--- src/rilp_pkg.sv ---
// shared types and constants for the radix integer literal parser
// no dependencies
`timescale 1ns / 1ps

package rilp_pkg;

   localparam int unsigned CH_W     = 8;
   localparam int unsigned VALUE_W  = 32;
   localparam int unsigned COUNT_W  = 8;
   localparam int unsigned MAG_W    = 31;
   localparam int unsigned RADIX_W  = 5;
   localparam int unsigned DIGIT_W  = 6;
   localparam int unsigned QUEUE_DEPTH = 2;

   localparam logic [RADIX_W-1:0] RADIX_BIN = 5'd2;
   localparam logic [RADIX_W-1:0] RADIX_OCT = 5'd8;
   localparam logic [RADIX_W-1:0] RADIX_DEC = 5'd10;
   localparam logic [RADIX_W-1:0] RADIX_HEX = 5'd16;

   localparam logic [COUNT_W-1:0] COUNT_MAX = 8'd255;

   localparam logic STATUS_OK  = 1'b0;
   localparam logic STATUS_BAD = 1'b1;

   // classified character word passed from front to back
   typedef struct packed {
      logic                 start;
      logic                 sign;
      logic                 minus;
      logic                 zero;
      logic                 pfx_valid;
      logic [RADIX_W-1:0]   pfx_radix;
      logic                 dvalid;
      logic [DIGIT_W-1:0]   digit;
   } class_type;

endpackage

--- src/rilp_front.sv ---
// front end: classifies each incoming character word
// depends on rilp_pkg
`timescale 1ns / 1ps

module rilp_front (
   input  logic [rilp_pkg::CH_W-1:0] ch,
   input  logic                      starts_literal,
   input  logic                      source_end,
   output rilp_pkg::class_type       cls
);
   import rilp_pkg::*;

   logic          is_num;
   logic          is_lower;
   logic          is_upper;
   logic [CH_W-1:0] lc;

   always_comb begin
      is_num   = (ch >= 8'h30) && (ch <= 8'h39);
      is_lower = (ch >= 8'h61) && (ch <= 8'h7a);
      is_upper = (ch >= 8'h41) && (ch <= 8'h5a);
      lc       = is_upper ? ch + 8'd32 : ch;

      cls.start = starts_literal;
      cls.sign  = !source_end && ((ch == 8'h2b) || (ch == 8'h2d));
      cls.minus = !source_end && (ch == 8'h2d);
      cls.zero  = !source_end && (ch == 8'h30);

      cls.pfx_valid = !source_end;
      priority if (lc == 8'h78) begin
         cls.pfx_radix = RADIX_HEX;
      end else if (lc == 8'h62) begin
         cls.pfx_radix = RADIX_BIN;
      end else if (lc == 8'h6f) begin
         cls.pfx_radix = RADIX_OCT;
      end else begin
         cls.pfx_radix = RADIX_DEC;
         cls.pfx_valid = 1'b0;
      end

      cls.dvalid = !source_end && (is_num || is_lower || is_upper);
      priority if (is_num) begin
         cls.digit = DIGIT_W'(ch - 8'h30);
      end else if (is_lower) begin
         cls.digit = DIGIT_W'(ch - 8'h61 + 8'd10);
      end else if (is_upper) begin
         cls.digit = DIGIT_W'(ch - 8'h41 + 8'd10);
      end else begin
         cls.digit = '0;
      end
   end

endmodule

--- src/rilp_queue.sv ---
// short queue of classified words between front and back
// depends on rilp_pkg
`timescale 1ns / 1ps

module rilp_queue (
   input  logic                clock,
   input  logic                reset,
   input  logic                push,
   input  rilp_pkg::class_type push_word,
   output logic                full,
   input  logic                pop,
   output logic                not_empty,
   output rilp_pkg::class_type pop_word
);
   import rilp_pkg::*;

   localparam int unsigned PTR_W = $clog2(QUEUE_DEPTH);
   localparam int unsigned CNT_W = $clog2(QUEUE_DEPTH + 1);

   class_type            entry_ff [QUEUE_DEPTH];
   logic [PTR_W-1:0]     wr_ptr_ff, wr_ptr_in;
   logic [PTR_W-1:0]     rd_ptr_ff, rd_ptr_in;
   logic [CNT_W-1:0]     count_ff, count_in;
   logic                 do_push;
   logic                 do_pop;

   assign full      = (count_ff == CNT_W'(QUEUE_DEPTH));
   assign not_empty = (count_ff != '0);
   assign pop_word  = entry_ff[rd_ptr_ff];
   assign do_push   = push && !full;
   assign do_pop    = pop && not_empty;

   always_comb begin
      wr_ptr_in = wr_ptr_ff;
      rd_ptr_in = rd_ptr_ff;
      count_in  = count_ff;
      if (do_push) begin
         wr_ptr_in = (wr_ptr_ff == PTR_W'(QUEUE_DEPTH - 1)) ? '0 : wr_ptr_ff + 1'b1;
      end
      if (do_pop) begin
         rd_ptr_in = (rd_ptr_ff == PTR_W'(QUEUE_DEPTH - 1)) ? '0 : rd_ptr_ff + 1'b1;
      end
      if (do_push && !do_pop) begin
         count_in = count_ff + 1'b1;
      end else if (do_pop && !do_push) begin
         count_in = count_ff - 1'b1;
      end
   end

   always_ff @(posedge clock) begin
      if (reset) begin
         wr_ptr_ff <= '0;
         rd_ptr_ff <= '0;
         count_ff  <= '0;
      end else begin
         wr_ptr_ff <= wr_ptr_in;
         rd_ptr_ff <= rd_ptr_in;
         count_ff  <= count_in;
      end
   end

   always_ff @(posedge clock) begin
      if (do_push) begin
         entry_ff[wr_ptr_ff] <= push_word;
      end
   end

endmodule

--- src/rilp_back.sv ---
// back end: literal state machine, accumulator and result register
// depends on rilp_pkg
`timescale 1ns / 1ps

module rilp_back (
   input  logic                               clock,
   input  logic                               reset,
   input  logic                               word_valid,
   input  rilp_pkg::class_type                word,
   output logic                               word_pop,
   output logic                               rsp_valid,
   input  logic                               rsp_stall,
   output logic                               rsp_status,
   output logic signed [rilp_pkg::VALUE_W-1:0] rsp_value,
   output logic [rilp_pkg::COUNT_W-1:0]       rsp_consumed
);
   import rilp_pkg::*;

   localparam logic [2:0] PH_IDLE   = 3'd0;
   localparam logic [2:0] PH_FIRST  = 3'd1;
   localparam logic [2:0] PH_BODY   = 3'd2;
   localparam logic [2:0] PH_ZERO   = 3'd3;
   localparam logic [2:0] PH_PREFIX = 3'd4;
   localparam logic [2:0] PH_DIGITS = 3'd5;

   localparam int unsigned PROD_W = MAG_W + RADIX_W;

   logic [2:0]          phase_ff, phase_in;
   logic [RADIX_W-1:0]  radix_ff, radix_in;
   logic [MAG_W-1:0]    acc_ff, acc_in;
   logic                neg_ff, neg_in;
   logic [COUNT_W-1:0]  cnt_ff, cnt_in;

   logic                rsp_valid_ff;
   logic                status_ff;
   logic [VALUE_W-1:0]  value_ff;
   logic [COUNT_W-1:0]  consumed_ff;

   logic [MAG_W-1:0]    acc_base;
   logic [RADIX_W-1:0]  radix_base;
   logic [PROD_W-1:0]   next_mag;
   logic                done;
   logic                emit;
   logic                bad;
   logic [VALUE_W-1:0]  mag_ext;

   function automatic logic [COUNT_W-1:0] count_one(input logic [COUNT_W-1:0] c);
      return (c == COUNT_MAX) ? c : c + 1'b1;
   endfunction

   assign word_pop     = word_valid && (!rsp_valid_ff || !rsp_stall);
   assign rsp_valid    = rsp_valid_ff;
   assign rsp_status   = status_ff;
   assign rsp_value    = value_ff;
   assign rsp_consumed = consumed_ff;

   assign acc_base   = word.start ? '0 : acc_ff;
   assign radix_base = word.start ? RADIX_DEC : radix_ff;
   assign next_mag   = PROD_W'(acc_base) * PROD_W'(radix_base) + PROD_W'(word.digit);

   always_comb begin
      phase_in = phase_ff;
      radix_in = radix_ff;
      acc_in   = acc_ff;
      neg_in   = neg_ff;
      cnt_in   = cnt_ff;
      done     = 1'b0;
      emit     = 1'b0;
      bad      = 1'b0;

      if (word.start) begin
         phase_in = PH_FIRST;
         radix_in = RADIX_DEC;
         acc_in   = '0;
         neg_in   = 1'b0;
         cnt_in   = '0;
      end

      if (phase_in == PH_IDLE || phase_in > PH_DIGITS) begin
         done = 1'b1;
      end

      if (!done && phase_in == PH_FIRST) begin
         phase_in = PH_BODY;
         if (word.sign) begin
            neg_in = word.minus;
            cnt_in = count_one(cnt_in);
            done   = 1'b1;
         end
      end

      if (!done && phase_in == PH_BODY) begin
         if (word.zero) begin
            cnt_in   = count_one(cnt_in);
            phase_in = PH_ZERO;
            done     = 1'b1;
         end else begin
            phase_in = PH_DIGITS;
         end
      end

      if (!done && phase_in == PH_ZERO) begin
         if (word.pfx_valid) begin
            radix_in = word.pfx_radix;
            cnt_in   = count_one(cnt_in);
            phase_in = PH_PREFIX;
            done     = 1'b1;
         end else begin
            phase_in = PH_DIGITS;
         end
      end

      if (!done && phase_in == PH_PREFIX) begin
         if (!word.dvalid) begin
            emit = 1'b1;
            bad  = 1'b1;
            done = 1'b1;
         end else begin
            phase_in = PH_DIGITS;
         end
      end

      if (!done) begin
         priority if (!word.dvalid) begin
            emit = 1'b1;
         end else if (word.digit >= DIGIT_W'(radix_base)) begin
            emit = 1'b1;
            bad  = 1'b1;
         end else if (next_mag[PROD_W-1:MAG_W] != '0) begin
            emit = 1'b1;
            bad  = 1'b1;
         end else begin
            acc_in = next_mag[MAG_W-1:0];
            cnt_in = count_one(cnt_in);
         end
      end

      if (emit) begin
         phase_in = PH_IDLE;
      end
   end

   assign mag_ext = VALUE_W'(acc_in);

   always_ff @(posedge clock) begin
      if (reset) begin
         phase_ff     <= PH_IDLE;
         radix_ff     <= RADIX_DEC;
         acc_ff       <= '0;
         neg_ff       <= 1'b0;
         cnt_ff       <= '0;
         rsp_valid_ff <= 1'b0;
      end else begin
         if (word_pop) begin
            phase_ff <= phase_in;
            radix_ff <= radix_in;
            acc_ff   <= acc_in;
            neg_ff   <= neg_in;
            cnt_ff   <= cnt_in;
         end
         if (word_pop && emit) begin
            rsp_valid_ff <= 1'b1;
         end else if (!rsp_stall) begin
            rsp_valid_ff <= 1'b0;
         end
      end
   end

   // result word, loaded only when the output slot is free or draining
   always_ff @(posedge clock) begin
      if (word_pop && emit) begin
         status_ff   <= bad ? STATUS_BAD : STATUS_OK;
         value_ff    <= bad ? '0 : (neg_in ? (~mag_ext + 1'b1) : mag_ext);
         consumed_ff <= cnt_in;
      end
   end

endmodule

--- src/radix_integer_literal_parser_unit.sv ---
// Radix-prefixed integer literal parser, one character word per cycle unless
// stalled. A literal opens on a word flagged starts_literal and takes an optional
// sign, an optional 0x/0b/0o prefix and digits of that base; it closes on the
// first non-alphanumeric character, source end, a digit outside its base or an
// overflow, which yields one result word (status, value, consumed). The back end
// does one 31x5 multiply-add with an overflow check per character, so a new word
// is accepted every cycle unless the result slot stalls. A two-word queue after
// the classifier and a registered result slot let both sides stall independently;
// with the queue empty, a terminator passes the queue and the result register.
// depends on rilp_pkg, rilp_front, rilp_queue, rilp_back
`timescale 1ns / 1ps

module radix_integer_literal_parser_unit (
   input  logic                                clock,
   input  logic                                reset,
   input  logic                                req_valid,
   output logic                                req_stall,
   input  logic [rilp_pkg::CH_W-1:0]           req_ch,
   input  logic                                req_starts_literal,
   input  logic                                req_source_end,
   output logic                                rsp_valid,
   input  logic                                rsp_stall,
   output logic                                rsp_status,
   output logic signed [rilp_pkg::VALUE_W-1:0] rsp_value,
   output logic [rilp_pkg::COUNT_W-1:0]        rsp_consumed
);
   import rilp_pkg::*;

   class_type cls;
   class_type q_word;
   logic      q_full;
   logic      q_not_empty;
   logic      q_pop;

   assign req_stall = q_full;

   rilp_front u_front (
      .ch             (req_ch),
      .starts_literal (req_starts_literal),
      .source_end     (req_source_end),
      .cls            (cls)
   );

   rilp_queue u_queue (
      .clock     (clock),
      .reset     (reset),
      .push      (req_valid),
      .push_word (cls),
      .full      (q_full),
      .pop       (q_pop),
      .not_empty (q_not_empty),
      .pop_word  (q_word)
   );

   rilp_back u_back (
      .clock        (clock),
      .reset        (reset),
      .word_valid   (q_not_empty),
      .word         (q_word),
      .word_pop     (q_pop),
      .rsp_valid    (rsp_valid),
      .rsp_stall    (rsp_stall),
      .rsp_status   (rsp_status),
      .rsp_value    (rsp_value),
      .rsp_consumed (rsp_consumed)
   );

endmodule

--- config.mk ---
export PLATFORM = sky130hd
export DESIGN_NAME = radix_integer_literal_parser_unit
export DESIGN_NICKNAME = d
export VERILOG_FILES = /design/src/rilp_pkg.sv /design/src/rilp_front.sv /design/src/rilp_queue.sv /design/src/rilp_back.sv /design/src/radix_integer_literal_parser_unit.sv
export SDC_FILE = /design/constraint.sdc
export NUM_CORES = 1
export LEC_CHECK = 0
export BUFFER_PORTS_ARGS = -buffer_cell sky130_fd_sc_hd__buf_2
export CORE_MARGIN = 1.5
export CORE_UTILIZATION = 60
export CTS_CLUSTER_SIZE = 25
export DETAILED_ROUTE_END_ITERATION = 16
export GPL_ROUTABILITY_DRIVEN = 0
export PLACE_DENSITY_LB_ADDON = 0.2
export SYNTH_ARGS = -nofsm -noshare
export SYNTH_HDL_FRONTEND = slang
export SYNTH_SLANG_ARGS = --single-unit
--- constraint.sdc ---
create_clock -name clock -period 11.4 [get_ports clock]
set_input_delay 1.71 -clock clock [delete_from_list [all_inputs] [get_ports clock]]
set_output_delay 1.71 -clock clock [all_outputs]
set_load 0.02 [all_outputs]
* Word level (Yosys, flattened, before mapping)
Memory sizes are Yosys's and may differ from the RTL's. A register that Yosys moved wholly into a read port is not among the register bits. Cells that the tools add are included.
Storage, ports and cells: register bits after elaboration 94, memory bits (writable) 34, bits of input ports 14, output and inout bits 43, logic and storage cells 168, memories 1
Memories:
- u_queue.entry_ff | words 2, bits a word 17, read ports 1, clocked after Yosys merged registers in 1, write ports 1, RTL line rilp_queue.sv:20 | class_type entry_ff [QUEUE_DEPTH];
Cells by class: $add $sub $neg 16, multipliers 1, magnitude comparators 8, equality and inequality tests 16, muxes and demuxes 74, bitwise logic cells 2, reductions and logical operators 37
Operators with widths (count):
- $mux 31 | 6
- $mux 8 | 16
- $add 36x6->36 | 1
- $mul 31x5->36 | 1
- $mux 1 | 33
- $add 32x1->32 const B | 1
- $add 8x1->8 const B | 4
- $eq 8x8->1 const B | 4
- $not 31->32 | 1
- $mux 5 | 5
- $eq 8x6->1 const B | 3
- $eq 8x7->1 const B | 3
- $mux 3 | 8
- $mux 6 | 3
- $logic_and 1x1->1 | 17
- $ge 8x7->1 const B | 2
- $le 8x7->1 const B | 2
- $add 6x4->6 const B | 2
- $sub 6x6->6 const B | 2
- $logic_not 1->1 | 10
- $add 8x6->8 const B | 1
- $ge 8x6->1 const B | 1
- $le 8x6->1 const B | 1
- $eq 3x2->1 const B | 2
- 17 further kinds | 25

* Longest topological paths before layout
Gate-level depths: netlist (run 1).
depth after elaboration 22, gate-level depth with buffers 36

* By module
From an unflattened synthesis (run 1), not the netlist that was laid out.
Second synthesis, totals: cells, all modules 1663, area, all modules 14358.8 sq um
Modules (own cells, without submodules):
- rilp_back | times used 1, cells an instance 1500, area an instance 12323.1 sq um
- rilp_queue | times used 1, cells an instance 78, area an instance 1445.1 sq um
- rilp_front | times used 1, cells an instance 85, area an instance 590.6 sq um

* Least setup slack after synthesis (run 1)
Ideal clock, no wire load.
kind reg2reg, start reg with a tool-made name, end reg u_back.value_ff[28], in the netlist u_back.rsp_value[28] (data pin), library setup time 266 ps, arrival time 8375 ps, slack 2759 ps, cell stages (with the launch flop) 34, path through dfxtp_1 buf_6 mux2i_4 buf_4 clkbuf_1 clkbuf_1 clkbuf_1 clkbuf_1 clkbuf_1 nand3_1 fa_1 fa_1 fa_1 inv_1 ha_1 nor2b_1 o31a_1 o31a_1 a22o_1 o21a_1 o31ai_2 a21boi_1 or4b_1 buf_2 buf_6 buf_6 buf_2 a31oi_1 ha_1 nand3_1 mux2_2 o41ai_1 xor2_1 nor2_1
RTL lines:
- to (signal assigned) | RTL line rilp_back.sv:173 | value_ff <= bad ? '0 : (neg_in ? (~mag_ext + 1'b1) : mag_ext);
- to (decl) | RTL line rilp_back.sv:36 | logic [VALUE_W-1:0] value_ff;

==> flow_summary.yaml, run 1 <==
floorplan:
  pin_count: 57
  dieArea_mm2: 0.0252
  die_width_um: 159
  core_mm2: 0.0236
  initial_utilization_pct: 61.6
  die_h_um: 159
  rows: 56
sta:
  slew_headroom_pct: 13.4
  fin_crit_sh_pct: 73.3
  tns_ps: 0
  finClkSkew_ps: 12.3
  timing_hold_violations_final: 0
  setup_viol: 0
  max_freq_mhz: 120
  rsz0062_at_grt: "no"
  fin_crit_ps: 8350
  slew_viol_final: 0
  tightest_slew_ps: 1300
worst_setup_path:
  path_depth: 24
  ff2ff_path_depth: 24
  end_kind: "register"
  path_cells: "mux2i_4, buf_12, and3_1, fa_1, fa_1, inv_1, fa_1, inv_1, ha_1, a21oi_1, o21ai_0, o41ai_1, nand4_1, a31oi_1, o21ai_0, mux2i_1, or4b_4, a31oi_1, ha_1, nand3_1, mux2_2, o41ai_1, xor2_1, nor2_1"
  cpMostUsedCell: "fa_1"
  r2r_setup_slack_ps: 3050
  required_ps: 11570
  worst-path-buf-inv: 3
  crit_fanout: 94
  cp.arrival_ps: 8520
  criticalPathCategory: "register to register"
  crit_family: "adder cells"
  r2r-end: "u_back.rsp_value[28]"
  cp-endpoint: "u_back.rsp_value[28]"
  critPathLaunchType: "register"
  cp_slowest_cell: "mux2i_4"
  slowest_delay_ps: 790
routing:
  ant_nets: 0
  wl_per_cell_um: 19.5
  drt-initial-drc-count: 1166
  via_per_inst: 6.43
  wl_um: 39300
  vias: 13000
  firstDrtPassIters: 6
  drc_errors: 0
clock_tree:
  cts_buffers: 17
  cts_tree: "built"
  clkTransAtPathRegs_ps: 60
  clock_latency_ps: 430
  cts-resized-gates: 0
  holdBufCountCts: 0
  clockBufferDepth: 2
  cts_max_level: 4
  cts_setup_buffers: 0
  clock_sinks: 125
  root_buffer: "clkbuf_16"
min_path:
  hold_path.class: "register to register"
global_routing:
  grt_max_degree: 95
  grt_pass1_vias: 12700
  grt_overflow_total: 0
  grt.total_usage_pct: 31.8
  grt_pass1_wl_um: 65300
  antenna_found_initial: 0
synth:
  synth.distinct_cells: 99
  syn-num-nets: 1906
  ys.warnings.count: 0
  synthArstFlopShare_pct: 0
  avgSynthCellArea_um2: 8.53
  synth_top_flop_cell: "edfxtp_1"
  synth_enable_flop_cells: 71
  seq_area_frac_synth_pct: 22.1
  syn_area_mm2: 0.0146
  ys_seq_elements: 125
  synthCells: 1706
place:
  hpwl_um: 28400
  portBuffers: 56
layout:
  num_antenna_cells: 0
  layout.nets: 1886
  nFillCells: 2033
  syn_to_final_growth_pct: 6.45
  post_route_cells_drive_above_1_share_pct: 10.8
power:
  ir_worst_vdd_mv: 0.309
  leakage_nw: 7.21
  p_total_w: 0.00333
  power_density_mw_per_mm2: 215
outcome:
  status: "completed"
run:
  max_cap_violations: 0
where the power goes:
| part | switching [W] | internal [W] | total [W] |
|---|---|---|---|
| Sequential | 0.000181 | 0.000645 | 0.000826 |
| Clock | 0.000239 | 0.000307 | 0.000547 |
| Combinational | 0.00126 | 0.000693 | 0.00196 |
| Total | 0.00168 | 0.00165 | 0.00333 |
flip-flops by register name, indices dropped and copies added, names as in the netlist, named ones only:
name and cells:
u_back.radix_ff 5, u_back.neg_ff 1, u_back.rsp_consumed 8, u_back.rsp_value 32, u_back.acc_ff 31, u_queue.count_ff 2, u_back.rsp_valid 1, u_back.rsp_status 1
u_back.phase_ff 3, u_back.cnt_ff 8, u_queue.wr_ptr_ff 1, u_queue.entry_ff 30, u_queue.rd_ptr_ff 1
cell families (layout without fill, tap and decap cells):
kind of cell,after synthesis,after routing,share of synthesized area (%)
adder cells (fa/ha/maj),186,186,20.8
AND/OR/NAND/NOR,609,609,22.7
AO/OA/AOI/OAI,370,370,17.6
XOR/XNOR,67,67,4.03
flip-flops,125,125,22.1
multiplexers,68,68,5.26
buffers and inverters,281,274,7.60
cell type report:
class / count / area [um^2] / share of cell area (%)
Clock buffer: 17 / 425 / 2.75
Multi-Input combinational cell: 1300 / 10200 / 66.2
Clock inverter: 15 / 149 / 0.961
Timing Repair Buffer: 70 / 410 / 2.65
Inverter: 172 / 646 / 4.17
Sequential cell: 125 / 3210 / 20.7
Tap cell: 319 / 399 / 2.58
cells in the final DEF (no fill, tap or decap), types with 10 or more instances in the layout:
cell type,instances
o21a_1,13
and3_1,166
ha_1,93
nand4_1,13
o211ai_1,17
nand2_1,85
xnor2_1,35
and4_1,12
and2_1,12
nor3_1,38
fa_1,93
or2_2,10
nand3_1,49
edfxtp_1,71
mux2_2,26
clkbuf_16,17
inv_1,170
nor2_1,139
nand2b_1,18
dfxtp_1,54
o21ai_0,46
buf_4,12
a21o_1,27
a21oi_1,80
xor2_1,32
mux2i_1,33
buf_2,56
a31oi_1,49
a211oi_1,33
nor2b_1,13
worst min path at each step:
stage	from	end	slack, ps	cells after the start
final	u_back.neg_ff	u_back.neg_ff	500	2
after floorplan	u_queue.count_ff[1]	u_queue.count_ff[1]	470	2
after global placement	u_queue.count_ff[1]	u_queue.count_ff[1]	490	2
after CTS	u_back.neg_ff	u_back.neg_ff	500	2
after detailed placement	u_back.neg_ff	u_back.neg_ff	490	2
after global routing	u_queue.rd_ptr_ff	u_queue.rd_ptr_ff	570	2
Yosys cell counts (6+ instances only):
master / n / area share (%)
a21oi_1: 80 / 2.8
nor2_1: 141 / 3.6
buf_1: 6 / 0.15
edfxtp_1: 71 / 15
ha_1: 93 / 8.0
o211ai_1: 17 / 0.88
o21a_1: 14 / 0.72
and3_1: 166 / 7.1
a211oi_1: 33 / 1.7
nor3b_1: 8 / 0.41
and2_1: 12 / 0.52
nor4_1: 8 / 0.34
nor2b_1: 13 / 0.56
o22ai_1: 8 / 0.34
inv_1: 170 / 4.4
nand3_1: 49 / 1.7
or3_1: 6 / 0.26
nand2_1: 85 / 2.2
clkbuf_1: 86 / 2.2
o31ai_1: 8 / 0.41
nand2b_1: 18 / 0.77
o21ai_0: 46 / 1.6
a21o_1: 27 / 1.4
mux2i_1: 33 / 2.3
a31oi_1: 49 / 2.1
and4_1: 12 / 0.72
nand3b_1: 8 / 0.41
mux2_2: 26 / 2.0
xnor2_1: 35 / 2.1
nand4_1: 13 / 0.56
or2_2: 10 / 0.43
xor2_1: 32 / 1.9
buf_2: 11 / 0.38
fa_1: 93 / 13
nor3_1: 38 / 1.3
dfxtp_1: 54 / 7.4
worst reg2reg max path, stage by stage, from the launching register on:
cell and delay [ps]:
dfxtp_1 380, mux2i_4 790, buf_12 370, and3_1 300, fa_1 450, fa_1 540, inv_1 50, fa_1 530
inv_1 60, ha_1 440, a21oi_1 190, o21ai_0 110, o41ai_1 380, nand4_1 140, a31oi_1 480, o21ai_0 220
mux2i_1 170, or4b_4 620, a31oi_1 420, ha_1 350, nand3_1 130, mux2_2 350, o41ai_1 370, xor2_1 180
nor2_1 50
through the flow:
stage	hold WS [ps]	instances	setup slack [ps]	util, %	cell area, um^2
2_1_floorplan	472	1706	2760	-	14600
6_report	501	2018	3050	65.6	15500
5_1_grt	566	2018	2510	65.6	15500
4_1_cts	500	2018	3150	65.6	15500
3_5_place_dp	491	1986	3200	63.2	14900
3_3_place_gp	489	1986	3470	63.2	14900
layer usage:
layer  vias to the layer above  part of all wire [%]  global-route usage, %
li1                       6045                     -                      -
met1                      6271                    41                   41.0
met2                       558                    48                   53.5
met3                       111                   6.7                   4.62
met4                         0                   3.5                   12.8
met5                         -                     0                      0
Power figures use the tool's default switching activity.
==> run 2, diff against run 1 <==
==> constraint.sdc (replaced) <==
create_clock -name clock -period 7.9 [get_ports clock]
set_input_delay 1.185 -clock clock [delete_from_list [all_inputs] [get_ports clock]]
set_output_delay 1.185 -clock clock [all_outputs]
set_load 0.02 [all_outputs]
==> run 2 against run 1 <==
Compared with the run above: clock power increased by 42%; hold slack about the same; die area unchanged; clock skew decreased by 3.8 ps; flip-flop and latch count unchanged; core utilization increased by 0.78 points; final cell count increased by 0.89%; global-route usage decreased by 0.89 points; critical path type unchanged; largest power group unchanged.
==> flow_summary.yaml, run 2 (synthesis results as in run 1) <==
place:
  hpwl_um: 28600
  dpl_cell_area_mm2: 0.0151
  portBuffers: 56
routing:
  firstDrtPassIters: 5
  wl_um: 38200
  via_per_inst: 6.36
  wl_per_cell_um: 18.8
  ant_nets: 0
  vias: 12900
  drt-initial-drc-count: 1031
  drc_errors: 0
global_routing:
  use_met2_pct: 52.1
  grtUsageMet3_pct: 4.02
  antenna_found_initial: 0
  grt-busiest-layer: "met2"
  grt_max_degree: 67
  grt_pass1_wl_um: 63400
  grt_pass1_vias: 12600
  grt.total_usage_pct: 30.9
  grt_overflow_total: 0
  met1_usage_pct: 39.3
sta:
  slew_headroom_pct: 28.4
  timing_hold_violations_final: 0
  tns_ps: 0
  finClkSkew_ps: 8.48
  max_freq_mhz: 132
  fin_crit_ps: 7550
  tightest_slew_ps: 1070
  setup_viol: 0
  fin_crit_sh_pct: 95.5
  slew_viol_final: 0
  whs_ps: 501
  rsz0062_at_grt: "no"
floorplan:
  initial_utilization_pct: 61.6
  die_h_um: 159
  die_width_um: 159
  core_mm2: 0.0236
  pin_count: 57
  rows: 56
  dieArea_mm2: 0.0252
worst_setup_path:
  crit_fanout: 37
  r2r-end: "u_back.rsp_value[12]"
  cp-endpoint: "u_back.rsp_value[12]"
  required_ps: 8050
  criticalPathCategory: "register to register"
  cp.arrival_ps: 7700
  end_kind: "register"
  critPathLaunchType: "register"
  ff2ff_path_depth: 23
  r2r_setup_slack_ps: 350
outcome:
  status: "completed"
run:
  max_cap_violations: 0
layout:
  final_cell_mix: "inv_1, and3_1, nor2_1"
  final_area_mm2: 0.0157
  layout.nets: 1904
  fin_util_pct: 66.4
  post_route_cells_drive_above_1_share_pct: 12.2
  num_antenna_cells: 0
  largest_register_ffs: 32
  syn_to_final_growth_pct: 7.71
  layout_commonest_cell: "inv_1"
power:
  power_density_mw_per_mm2: 309
  leakage_nw: 7.30
  ir_worst_vdd_mv: 0.462
clock_tree:
  cts_tree: "built"
  cts_setup_buffers: 0
  cts_max_level: 4
  cts_buffers: 17
  clock_latency_ps: 430
  cts-resized-gates: 0
  clock_sinks: 125
  holdBufCountCts: 0
  root_buffer: "clkbuf_16"
  clockBufferDepth: 2
  clkTransAtPathRegs_ps: 60
min_path:
  hold_path.class: "register to register"
[run 2: final cells by class]
cell class / instances / area, um^2
Timing Repair Buffer: 88 / 533
Clock buffer: 17 / 425
Clock inverter: 15 / 150
Inverter: 172 / 646
Fill cell: 2003 / 7940
Sequential cell: 125 / 3210
Tap cell: 319 / 399
Multi-Input combinational cell: 1300 / 10300
[run 2: routing by layer]
layer	up-vias	part of all wire (%)
li1	6089	-
met1	6214	41
met2	508	48
met3	130	6.0
met4	0	5.0
met5	-	0
[run 2: how the worst min path moves through the flow]
stage	startpoint	depth (start not counted)	to	slack, ps
6_report	u_back.neg_ff	2	u_back.neg_ff	500
5_1_grt	u_queue.rd_ptr_ff	2	register	550
4_1_cts	u_back.neg_ff	2	u_back.neg_ff	500
3_5_place_dp	u_back.neg_ff	2	u_back.neg_ff	490
3_3_place_gp	u_back.neg_ff	2	u_back.neg_ff	490
2_1_floorplan	u_queue.count_ff[1]	2	u_queue.count_ff[1]	470
[run 2: critical path, cell delays in order, from the launching register on]
cell and delay (ps):
dfxtp_1 390, mux2i_4 670, buf_12 260, nand3_1 130
fa_1 610, fa_1 450, fa_1 550, inv_1 50
ha_1 350, nor2b_1 170, o31a_1 270, o31a_1 410
a221oi_2 450, a211o_1 210, a221o_1 200, nand2_1 70
or4b_4 620, a31oi_4 290, ha_4 210, nand3_1 100
mux2_2 340, o21ai_0 260, xnor2_1 160, nor2_1 60
[run 2: power by group]
part | switching [W] | leakage (nW) | internal [W]
clock network | 0.000336 | 0.276 | 0.000443
registers | 0.000266 | 1.10 | 0.000930
logic | 0.00183 | 5.93 | 0.00104
total | 0.00243 | 7.30 | 0.00241
[run 2: per-stage QoR]
stage,total power (W),setup WS (ps),std cells
2_1_floorplan,0.00324,3.30,1706
6_report,0.00484,353,2036
3_5_place_dp,0.00401,463,2004
5_1_grt,0.00519,22.0,2036
4_1_cts,0.00480,458,2036
3_3_place_gp,0.00393,635,2004
